--- config.mk ---
export PLATFORM = sky130hd
export DESIGN_NAME = byte_ring_buffer_burst
export DESIGN_NICKNAME = d
export VERILOG_FILES = /design/src/brb_pkg.sv /design/src/brb_ram.sv /design/src/brb_front.sv /design/src/brb_back.sv /design/src/byte_ring_buffer_burst.sv
export SDC_FILE = /design/constraint.sdc
export NUM_CORES = 1
export LEC_CHECK = 0
export ABC_AREA = 1
export ABC_CLOCK_PERIOD_IN_PS = 7180
export BUFFER_PORTS_ARGS = -buffer_cell sky130_fd_sc_hd__buf_2
export CORE_AREA = 2 2 215 217
export DETAILED_ROUTE_END_ITERATION = 10
export DIE_AREA = 0 0 217 219
export PLACE_DENSITY = 0.77
export SLEW_MARGIN = 20
export SYNTH_ARGS = -nofsm -noshare
export SYNTH_HDL_FRONTEND = slang
export SYNTH_SLANG_ARGS = --single-unit
export TNS_END_PERCENT = 100
--- constraint.sdc ---
create_clock -name i_clk -period 7.18 [get_ports i_clk]
set_input_delay 1.795 -clock i_clk [delete_from_list [all_inputs] [get_ports i_clk]]
set_output_delay 1.795 -clock i_clk [all_outputs]
set_load 0.05 [all_outputs]
--- src/brb_pkg.sv ---
// ----------------------------------------------------------------------------
// brb_pkg: shared types and constants for the burst byte ring buffer
// Transaction payloads, command codes, decoded operations and the back end
// state and status types.
// ----------------------------------------------------------------------------
package brb_pkg;

    localparam int CAP_W  = 7;
    localparam int LEN_W  = 7;
    localparam int BYTE_W = 8;
    localparam int CMD_W  = 2;

    localparam logic [CMD_W-1:0] CMD_APPEND = 2'd0;
    localparam logic [CMD_W-1:0] CMD_TAKE   = 2'd1;
    localparam logic [CMD_W-1:0] CMD_PEEK   = 2'd2;

    typedef struct packed {
        logic [CMD_W-1:0]  command;
        logic [BYTE_W-1:0] data_byte;
        logic [LEN_W-1:0]  length;
        logic              burst_end;
    } t_in_item;

    typedef struct packed {
        logic [BYTE_W-1:0] out_byte;
        logic              byte_valid;
        logic [CAP_W-1:0]  actual_count;
        logic              accepted;
        logic              last;
    } t_out_item;

    typedef enum logic [1:0] {
        OP_APPEND,
        OP_TAKE,
        OP_PEEK
    } t_op_kind;

    typedef struct packed {
        t_op_kind          kind;
        logic [BYTE_W-1:0] data_byte;
        logic [LEN_W-1:0]  length;
        logic [LEN_W-1:0]  need;
        logic              burst_end;
    } t_op;

    typedef enum logic {
        BK_IDLE,
        BK_READ
    } t_back_state;

    typedef struct packed {
        logic [CAP_W-1:0] fill_count;
        logic [CAP_W-1:0] capacity;
        logic             reading;
    } t_back_status;

endpackage

--- src/brb_ram.sv ---
// ----------------------------------------------------------------------------
// brb_ram: simple dual-port RAM
// One write port and one read port with a registered, enabled read.
// ----------------------------------------------------------------------------
module brb_ram #(
    parameter int WIDTH = 8,
    parameter int DEPTH = 64
) (
    input  logic                     i_clk,
    input  logic                     i_wr_en,
    input  logic [$clog2(DEPTH)-1:0] i_wr_addr,
    input  logic [WIDTH-1:0]         i_wr_data,
    input  logic                     i_rd_en,
    input  logic [$clog2(DEPTH)-1:0] i_rd_addr,
    output logic [WIDTH-1:0]         o_rd_data
);

    logic [WIDTH-1:0] r_mem [DEPTH];
    logic [WIDTH-1:0] r_rd_data;

    always_ff @(posedge i_clk) begin
        if (i_wr_en) begin
            r_mem[i_wr_addr] <= i_wr_data;
        end
        if (i_rd_en) begin
            r_rd_data <= r_mem[i_rd_addr];
        end
    end

    assign o_rd_data = r_rd_data;

endmodule

--- src/brb_front.sv ---
// ----------------------------------------------------------------------------
// brb_front: input decode and operation queue
// Accept input transactions, classify the command, drop unused codes and
// hold decoded operations in a two-entry queue for the back end.
// ----------------------------------------------------------------------------
module brb_front (
    input  logic              i_clk,
    input  logic              i_rst_n,
    input  logic              i_in_valid,
    output logic              o_in_stall,
    input  brb_pkg::t_in_item i_in_item,
    output logic              o_head_valid,
    output brb_pkg::t_op      o_head,
    input  logic              i_pop
);
    import brb_pkg::*;

    t_op        r_q [2];
    logic       r_wr_idx, n_wr_idx;
    logic       r_rd_idx, n_rd_idx;
    logic [1:0] r_count,  n_count;

    t_op  dec_op;
    logic dec_keep;
    logic push;

    // Classify the command; zero burst length counts as one byte
    always_comb begin
        dec_op           = '0;
        dec_keep         = 1'b1;
        dec_op.data_byte = i_in_item.data_byte;
        dec_op.length    = i_in_item.length;
        dec_op.need      = (i_in_item.length == '0) ? LEN_W'(1) : i_in_item.length;
        dec_op.burst_end = i_in_item.burst_end;
        case (i_in_item.command)
            CMD_APPEND: dec_op.kind = OP_APPEND;
            CMD_TAKE:   dec_op.kind = OP_TAKE;
            CMD_PEEK:   dec_op.kind = OP_PEEK;
            default:    dec_keep    = 1'b0;
        endcase
    end

    assign o_in_stall   = (r_count == 2'd2);
    assign push         = i_in_valid && !o_in_stall && dec_keep;
    assign o_head_valid = (r_count != 2'd0);
    assign o_head       = r_q[r_rd_idx];

    always_comb begin
        n_wr_idx = r_wr_idx;
        n_rd_idx = r_rd_idx;
        n_count  = r_count;
        if (push) begin
            n_wr_idx = ~r_wr_idx;
        end
        if (i_pop) begin
            n_rd_idx = ~r_rd_idx;
        end
        case ({push, i_pop})
            2'b10:   n_count = r_count + 2'd1;
            2'b01:   n_count = r_count - 2'd1;
            default: n_count = r_count;
        endcase
    end

    always_ff @(posedge i_clk) begin
        if (!i_rst_n) begin
            r_wr_idx <= 1'b0;
            r_rd_idx <= 1'b0;
            r_count  <= 2'd0;
        end else begin
            r_wr_idx <= n_wr_idx;
            r_rd_idx <= n_rd_idx;
            r_count  <= n_count;
        end
    end

    always_ff @(posedge i_clk) begin
        if (push) begin
            r_q[r_wr_idx] <= dec_op;
        end
    end

endmodule

--- src/brb_back.sv ---
// ----------------------------------------------------------------------------
// brb_back: ring buffer execution
// Carry out queued appends, takes and peeks against the byte store, track
// pointers, fill count and burst state, and drive the result register.
// ----------------------------------------------------------------------------
module brb_back #(
    parameter int DEPTH = 64
) (
    input  logic                     i_clk,
    input  logic                     i_rst_n,
    input  logic                     i_cfg_wr_en,
    input  logic [brb_pkg::CAP_W-1:0] i_cfg_wr_data,
    input  logic                     i_head_valid,
    input  brb_pkg::t_op             i_head,
    output logic                     o_pop,
    output logic                     o_out_valid,
    input  logic                     i_out_stall,
    output brb_pkg::t_out_item       o_out_item,
    output brb_pkg::t_back_status    o_status
);
    import brb_pkg::*;

    localparam int               PTR_W   = $clog2(DEPTH);
    localparam logic [CAP_W-1:0] DEPTH_C = CAP_W'(DEPTH);

    t_back_state       r_state, n_state;
    logic [CAP_W-1:0]  r_cap, n_cap;
    logic [PTR_W-1:0]  r_rp, n_rp;
    logic [PTR_W-1:0]  r_wp, n_wp;
    logic [PTR_W-1:0]  r_scan, n_scan;
    logic [CAP_W-1:0]  r_fill, n_fill;
    logic              r_burst_active, n_burst_active;
    logic              r_burst_ok, n_burst_ok;
    logic [CAP_W-1:0]  r_n, n_n;
    logic [CAP_W-1:0]  r_issued, n_issued;
    logic [CAP_W-1:0]  r_sent, n_sent;
    logic              r_take, n_take;
    logic              r_pend, n_pend;
    logic              r_out_valid, n_out_valid;
    t_out_item         r_out, n_out;

    logic              out_free;
    logic              ram_we;
    logic              ram_rd_en;
    logic [BYTE_W-1:0] ram_rdata;
    logic              v_ok;
    logic [CAP_W-1:0]  v_n;
    logic [CAP_W-1:0]  v_cap;
    logic              v_last;

    function automatic logic [PTR_W-1:0] step_ptr(input logic [PTR_W-1:0] p,
                                                 input logic [CAP_W-1:0] cap);
        logic [CAP_W-1:0] nxt;
        nxt = CAP_W'(p) + CAP_W'(1);
        if (nxt >= cap) begin
            return '0;
        end
        return p + PTR_W'(1);
    endfunction

    assign out_free = !r_out_valid || !i_out_stall;

    always_comb begin
        n_state        = r_state;
        n_cap          = r_cap;
        n_rp           = r_rp;
        n_wp           = r_wp;
        n_scan         = r_scan;
        n_fill         = r_fill;
        n_burst_active = r_burst_active;
        n_burst_ok     = r_burst_ok;
        n_n            = r_n;
        n_issued       = r_issued;
        n_sent         = r_sent;
        n_take         = r_take;
        n_pend         = r_pend;
        n_out_valid    = r_out_valid;
        n_out          = r_out;
        o_pop          = 1'b0;
        ram_we         = 1'b0;
        ram_rd_en      = 1'b0;
        v_ok           = 1'b0;
        v_n            = (i_head.length < r_fill) ? i_head.length : r_fill;
        v_cap          = i_cfg_wr_data;
        v_last         = 1'b0;

        if (r_out_valid && !i_out_stall) begin
            n_out_valid = 1'b0;
        end

        case (r_state)
            BK_IDLE: begin
                if (i_head_valid) begin
                    case (i_head.kind)
                        OP_APPEND: begin
                            if (!i_head.burst_end || out_free) begin
                                o_pop = 1'b1;
                                v_ok  = r_burst_ok;
                                if (!r_burst_active) begin
                                    v_ok = (i_head.need <= r_cap - r_fill);
                                end
                                if (v_ok) begin
                                    if (r_fill < r_cap) begin
                                        ram_we = 1'b1;
                                        n_wp   = step_ptr(r_wp, r_cap);
                                        n_fill = r_fill + CAP_W'(1);
                                    end else begin
                                        v_ok = 1'b0;
                                    end
                                end
                                if (i_head.burst_end) begin
                                    n_burst_active = 1'b0;
                                    n_burst_ok     = 1'b0;
                                    n_out_valid    = 1'b1;
                                    n_out          = '0;
                                    n_out.accepted = v_ok;
                                    n_out.last     = 1'b1;
                                end else begin
                                    n_burst_active = 1'b1;
                                    n_burst_ok     = v_ok;
                                end
                            end
                        end
                        OP_TAKE, OP_PEEK: begin
                            if (v_n == '0) begin
                                if (out_free) begin
                                    o_pop          = 1'b1;
                                    n_out_valid    = 1'b1;
                                    n_out          = '0;
                                    n_out.accepted = 1'b1;
                                    n_out.last     = 1'b1;
                                end
                            end else begin
                                o_pop    = 1'b1;
                                n_state  = BK_READ;
                                n_n      = v_n;
                                n_issued = '0;
                                n_sent   = '0;
                                n_scan   = r_rp;
                                n_pend   = 1'b0;
                                n_take   = (i_head.kind == OP_TAKE);
                                if (i_head.kind == OP_TAKE) begin
                                    n_fill = r_fill - v_n;
                                end
                            end
                        end
                        default: ;
                    endcase
                end
            end
            BK_READ: begin
                if (r_pend && out_free) begin
                    v_last             = (r_sent + CAP_W'(1) == r_n);
                    n_out_valid        = 1'b1;
                    n_out.out_byte     = ram_rdata;
                    n_out.byte_valid   = 1'b1;
                    n_out.actual_count = r_n;
                    n_out.accepted     = 1'b1;
                    n_out.last         = v_last;
                    n_sent             = r_sent + CAP_W'(1);
                    if (v_last) begin
                        n_state = BK_IDLE;
                        if (r_take) begin
                            n_rp = r_scan;
                        end
                    end
                end
                if ((r_issued != r_n) && (!r_pend || out_free)) begin
                    ram_rd_en = 1'b1;
                    n_scan    = step_ptr(r_scan, r_cap);
                    n_issued  = r_issued + CAP_W'(1);
                end
                n_pend = ram_rd_en || (r_pend && !out_free);
            end
            default: n_state = BK_IDLE;
        endcase

        // Register write: clamp and empty the queue
        if (i_cfg_wr_en) begin
            if (v_cap == '0) begin
                v_cap = CAP_W'(1);
            end
            if (v_cap > DEPTH_C) begin
                v_cap = DEPTH_C;
            end
            n_cap          = v_cap;
            n_rp           = '0;
            n_wp           = '0;
            n_fill         = '0;
            n_burst_active = 1'b0;
            n_burst_ok     = 1'b0;
        end
    end

    always_ff @(posedge i_clk) begin
        if (!i_rst_n) begin
            r_state        <= BK_IDLE;
            r_cap          <= DEPTH_C;
            r_rp           <= '0;
            r_wp           <= '0;
            r_scan         <= '0;
            r_fill         <= '0;
            r_burst_active <= 1'b0;
            r_burst_ok     <= 1'b0;
            r_n            <= '0;
            r_issued       <= '0;
            r_sent         <= '0;
            r_take         <= 1'b0;
            r_pend         <= 1'b0;
            r_out_valid    <= 1'b0;
        end else begin
            r_state        <= n_state;
            r_cap          <= n_cap;
            r_rp           <= n_rp;
            r_wp           <= n_wp;
            r_scan         <= n_scan;
            r_fill         <= n_fill;
            r_burst_active <= n_burst_active;
            r_burst_ok     <= n_burst_ok;
            r_n            <= n_n;
            r_issued       <= n_issued;
            r_sent         <= n_sent;
            r_take         <= n_take;
            r_pend         <= n_pend;
            r_out_valid    <= n_out_valid;
        end
    end

    always_ff @(posedge i_clk) begin
        r_out <= n_out;
    end

    brb_ram #(
        .WIDTH (BYTE_W),
        .DEPTH (DEPTH)
    ) u_store (
        .i_clk     (i_clk),
        .i_wr_en   (ram_we),
        .i_wr_addr (r_wp),
        .i_wr_data (i_head.data_byte),
        .i_rd_en   (ram_rd_en),
        .i_rd_addr (r_scan),
        .o_rd_data (ram_rdata)
    );

    assign o_out_valid         = r_out_valid;
    assign o_out_item          = r_out;
    assign o_status.fill_count = r_fill;
    assign o_status.capacity   = r_cap;
    assign o_status.reading    = (r_state == BK_READ);

endmodule

--- src/byte_ring_buffer_burst.sv ---
// ----------------------------------------------------------------------------
// byte_ring_buffer_burst: circular byte queue with burst append and counted reads
// Top level joining the decode front end, the operation queue and the
// execution back end that owns the byte store.
// ----------------------------------------------------------------------------
// Usage:
//   Input channel (i_in_valid / o_in_stall / i_in_item) carries one command
//   per transaction: an append byte, a take or a peek. An append burst is a
//   run of byte transactions; its first length is the burst size and the
//   burst is kept only if that many slots are free. Its final byte
//   (burst_end) returns one status transaction carrying the accepted flag.
//   A take or peek returns min(length, fill) byte transactions, the final
//   one marked last, or one status transaction when nothing can be read.
//   Output channel (o_out_valid / i_out_stall / o_out_item) holds a result
//   in its register while stalled; the front queue keeps accepting until
//   its two entries are full.
//   Timing: status is registered and appears in the cycle after the queue
//   hands it over. A read streams one byte per cycle while the output is
//   not stalled, set by the single read port of the store; the first byte
//   passes the state register, the store's read register and the result
//   register. Reset empties the queue and sets capacity to DEPTH. Writing
//   i_cfg_wr_data sets the capacity (clamped to 1..DEPTH) and empties the queue.
// ----------------------------------------------------------------------------
module byte_ring_buffer_burst #(
    parameter int DEPTH = 64
) (
    input  logic                      i_clk,
    input  logic                      i_rst_n,
    input  logic                      i_cfg_wr_en,
    input  logic [brb_pkg::CAP_W-1:0] i_cfg_wr_data,
    input  logic                      i_in_valid,
    output logic                      o_in_stall,
    input  brb_pkg::t_in_item         i_in_item,
    output logic                      o_out_valid,
    input  logic                      i_out_stall,
    output brb_pkg::t_out_item        o_out_item
);
    import brb_pkg::*;

    logic         head_valid;
    t_op          head;
    logic         pop;
    t_back_status status;

    // Front end: accept, decode and queue operations
    brb_front u_front (
        .i_clk        (i_clk),
        .i_rst_n      (i_rst_n),
        .i_in_valid   (i_in_valid),
        .o_in_stall   (o_in_stall),
        .i_in_item    (i_in_item),
        .o_head_valid (head_valid),
        .o_head       (head),
        .i_pop        (pop)
    );

    // Back end: execute against the store and drive results
    brb_back #(
        .DEPTH (DEPTH)
    ) u_back (
        .i_clk         (i_clk),
        .i_rst_n       (i_rst_n),
        .i_cfg_wr_en   (i_cfg_wr_en),
        .i_cfg_wr_data (i_cfg_wr_data),
        .i_head_valid  (head_valid),
        .i_head        (head),
        .o_pop         (pop),
        .o_out_valid   (o_out_valid),
        .i_out_stall   (i_out_stall),
        .o_out_item    (o_out_item),
        .o_status      (status)
    );

`ifndef NO_ASSERTIONS
    a_fill_in_capacity: assert property (@(posedge i_clk) disable iff (!i_rst_n)
        status.fill_count <= status.capacity)
        else $error("fill count exceeds capacity");

    a_capacity_range: assert property (@(posedge i_clk) disable iff (!i_rst_n)
        (status.capacity != '0) && (status.capacity <= CAP_W'(DEPTH)))
        else $error("capacity out of range");

    a_cfg_empties: assert property (@(posedge i_clk) disable iff (!i_rst_n)
        i_cfg_wr_en |=> (status.fill_count == '0))
        else $error("register write did not empty the queue");

    a_no_pop_while_reading: assert property (@(posedge i_clk) disable iff (!i_rst_n)
        status.reading |-> !pop)
        else $error("operation taken while a read is streaming");
`endif

endmodule
==> reports/results.txt <==
core area: 45,100 um^2
ys flop type: edfxtp_1
Yosys reg bits: 652
NumNets Final: 2,374
Root Driver: clkbuf_16
most frequent cells after synthesis: edfxtp_1 (588), nand2_1 (351), a21oi_1 (264)
number of cell rows: 78
Hold Crit Class: reg2reg
top-count cell post-synth: edfxtp_1
Util after Layout: 67.1%
Tmin final: 5.19 ns
largest net degree at the start of global routing: 113
CTS sink count: 652
Post-Syn Instances: 2,293
Routed Wire Length: 68,000 um
detailed-route via count: 18,800
Setup TNS: 0 ns
initial antenna violation count: 0
I/O Buffers: 49
first-pass GRT wire length: 103,000 um
fmax: 0.193 GHz
fin cells: 2,948
RSZ-0062 raised after global routing: no
hold endpoint: u_back.r_rp[2]
largest cells by area after synthesis: edfxtp_1 (65%), a21oi_1 (4.8%), nand2_1 (4.8%), dfxtp_1 (4.7%), o221ai_1 (3.1%)
CTS tree: built
Critical Path Start: u_back.r_cap[0]
DRC Markers: 0
post-route ant nets: 0
endpoint required time on the critical path: 7.42 ns
total global routing overflow: 0
Slew headroom: 26.1%
Pleak: 0.0106 uW
reg-to-reg slack, setup: 1.99 ns
Worst Tran Pin Value: 1.10 ns
diode count: 0
CP Class: reg2reg
die height: 219 um
Skew-Pair Late Insertion Delay: 0.62 ns
Hold Vio Cnt, Final: 0
ys async rst share: 0%
Area Growth Syn to Fin: 11.0%
pre-CTS setup slack: 2.12 ns
hold_buf cts: 0
status: finished, final reports clean
Yosys cell types: 41
Synth area leader: edfxtp_1
Startpoint Class: register
final-layout fill cell count: 3,138
RR Startpoint: u_back.r_cap[0]
CTS Buf Count: 67
Slew Viols, Final: 0
vias in the first global route: 17,800
H-tree Lvls: 3
CTS clk-pin slew, worst paths: 0.06 ns
drt via density: 6.39
sequential fraction of the synthesis area: 69.5%
DR iter-0 viols: 2,758
DP Wirelength: 40,100 um
setup violators final: 0
Placed Cells: 2,825
GPL Wtd Cong: 0.883
Resized cells post-CTS: 0
setup repair bufs after CTS: 0
Final WS setup: 1.99 ns
WL/cell: 23.1 um
max-cap violations: 0
Tot GR Track Use: 28.6%
Worst Skew: 0.0202 ns
DRT Pass-1 Iters: 6
VDD IR max: 0.363 mV
Min-Delay Path Depth: 2
Die Wd: 217 um
reg2reg end: u_back.u_store.r_mem[54][7]
Crit. End Element: register
IO Count: 50
Synth Area per Inst: 11.9 um^2
net count after synthesis: 2,373
CP arrival: 5.43 ns
post-synth top area share: 64.8%
worst-path fanout max: 18
EDFF count, synth: 588
Starting Density: 60.4%
share of cells above drive strength 1: 8.90%
pwr dens: 414 nW/um^2
final worst-path cycle share: 72.3%
Reg2Reg Depth: 19
warnings from Yosys: 0
die area: 47,500 um^2
clock buffer depth: 3
Post-Syn Area: 27,200 um^2
hold wc startpoint: u_back.r_rp[2]
final cells by class:
type / count / area (um^2) / area share, %
clock buffers: 79 / 1750 / 5.80
clock inverters: 44 / 556 / 1.84
inverters: 123 / 465 / 1.54
multi-input cells: 1390 / 7440 / 24.6
flip-flops and latches: 652 / 18900 / 62.6
well taps: 600 / 751 / 2.48
repair buffers: 60 / 328 / 1.08
routing by layer:
layer	share of wire (%)	vias up	track usage, %
met3	11	181	5.59
met2	47	1294	45.8
li1	-	8381	-
met5	0	-	0
met4	3.5	0	11.8
met1	39	8983	38.9
state kept, by name (all words and copies together), names as in the netlist, 2 cells and up, named ones only:
name,cells
u_back.r_scan,6
u_back.r_sent,7
u_back.r_cap,7
u_back.r_issued,7
u_front.r_q,50
u_back.o_out_item,18
u_back.r_n,7
u_back.r_wp,6
u_back.r_rp,6
u_back.u_store.o_rd_data,8
u_back.r_fill,7
u_back.u_store.r_mem,512
u_front.r_count,2
per-stage QoR:
stage | power [uW] | hold WS (ns) | area [um^2]
after global routing | 13000 | 0.491 | 30200
after CTS | 12400 | 0.467 | 30200
after detailed placement | 8810 | 0.458 | 27900
final | 12500 | 0.466 | 30200
after global placement | 8720 | 0.449 | 27900
after floorplan | 7490 | 0.439 | 27200
worst max-delay path, cell delays in order, from the launching register on:
cell,delay (ns)
dfxtp_1,0.33
inv_1,0.10
ha_1,0.16
inv_1,0.06
fa_1,0.39
a21oi_1,0.16
nor2_1,0.07
nor2_1,0.15
o21ai_0,0.11
a21oi_1,0.17
xor2_1,0.09
ha_1,0.30
nand2_1,0.08
nor3_1,0.18
a21oi_1,0.08
nand2_1,0.12
nand4_1,0.17
nor2_4,0.40
nand4_1,0.85
nor2_1,0.84
kinds of logic after synthesis:
group	share of synthesized area [%]
AND/OR/NAND/NOR	11.5
flip-flops	69.5
AO/OA/AOI/OAI	12.0
buffers and inverters	3.54
adder cells (fa/ha/maj)	2.35
XOR/XNOR	1.03
multiplexers	0.0367
placed cells by master, fill, tap and decap left out, types with 48 or more instances in the layout:
| cell type | n |
|---|---|
| a21oi_1 | 263 |
| dfxtp_1 | 60 |
| o221ai_1 | 97 |
| o21ai_0 | 157 |
| nor2_1 | 213 |
| buf_2 | 49 |
| ha_1 | 48 |
| clkbuf_16 | 68 |
| inv_1 | 112 |
| edfxtp_1 | 588 |
| nand2_1 | 341 |
| nand3_1 | 104 |
worst max path at each step:
stage	to	slack [ns]	depth (start not counted)
global route	u_back.u_store.r_mem[6][1]	1.67	18
floorplan	u_back.u_store.r_mem[36][0]	3.37	19
CTS	u_back.u_store.r_mem[46][4]	2.08	19
finish	u_back.u_store.r_mem[54][7]	1.99	19
detailed placement	u_back.u_store.r_mem[30][3]	2.12	19
global placement	u_back.u_store.r_mem[6][3]	2.22	19
power by group:
group	internal (uW)	switching [uW]	leakage (uW)	total (uW)
logic	999	2930	0.00364	3930
registers	4700	244	0.00583	4940
clock network	2140	1500	0.00112	3650
No activity file was read; power rests on OpenSTA's default activity.
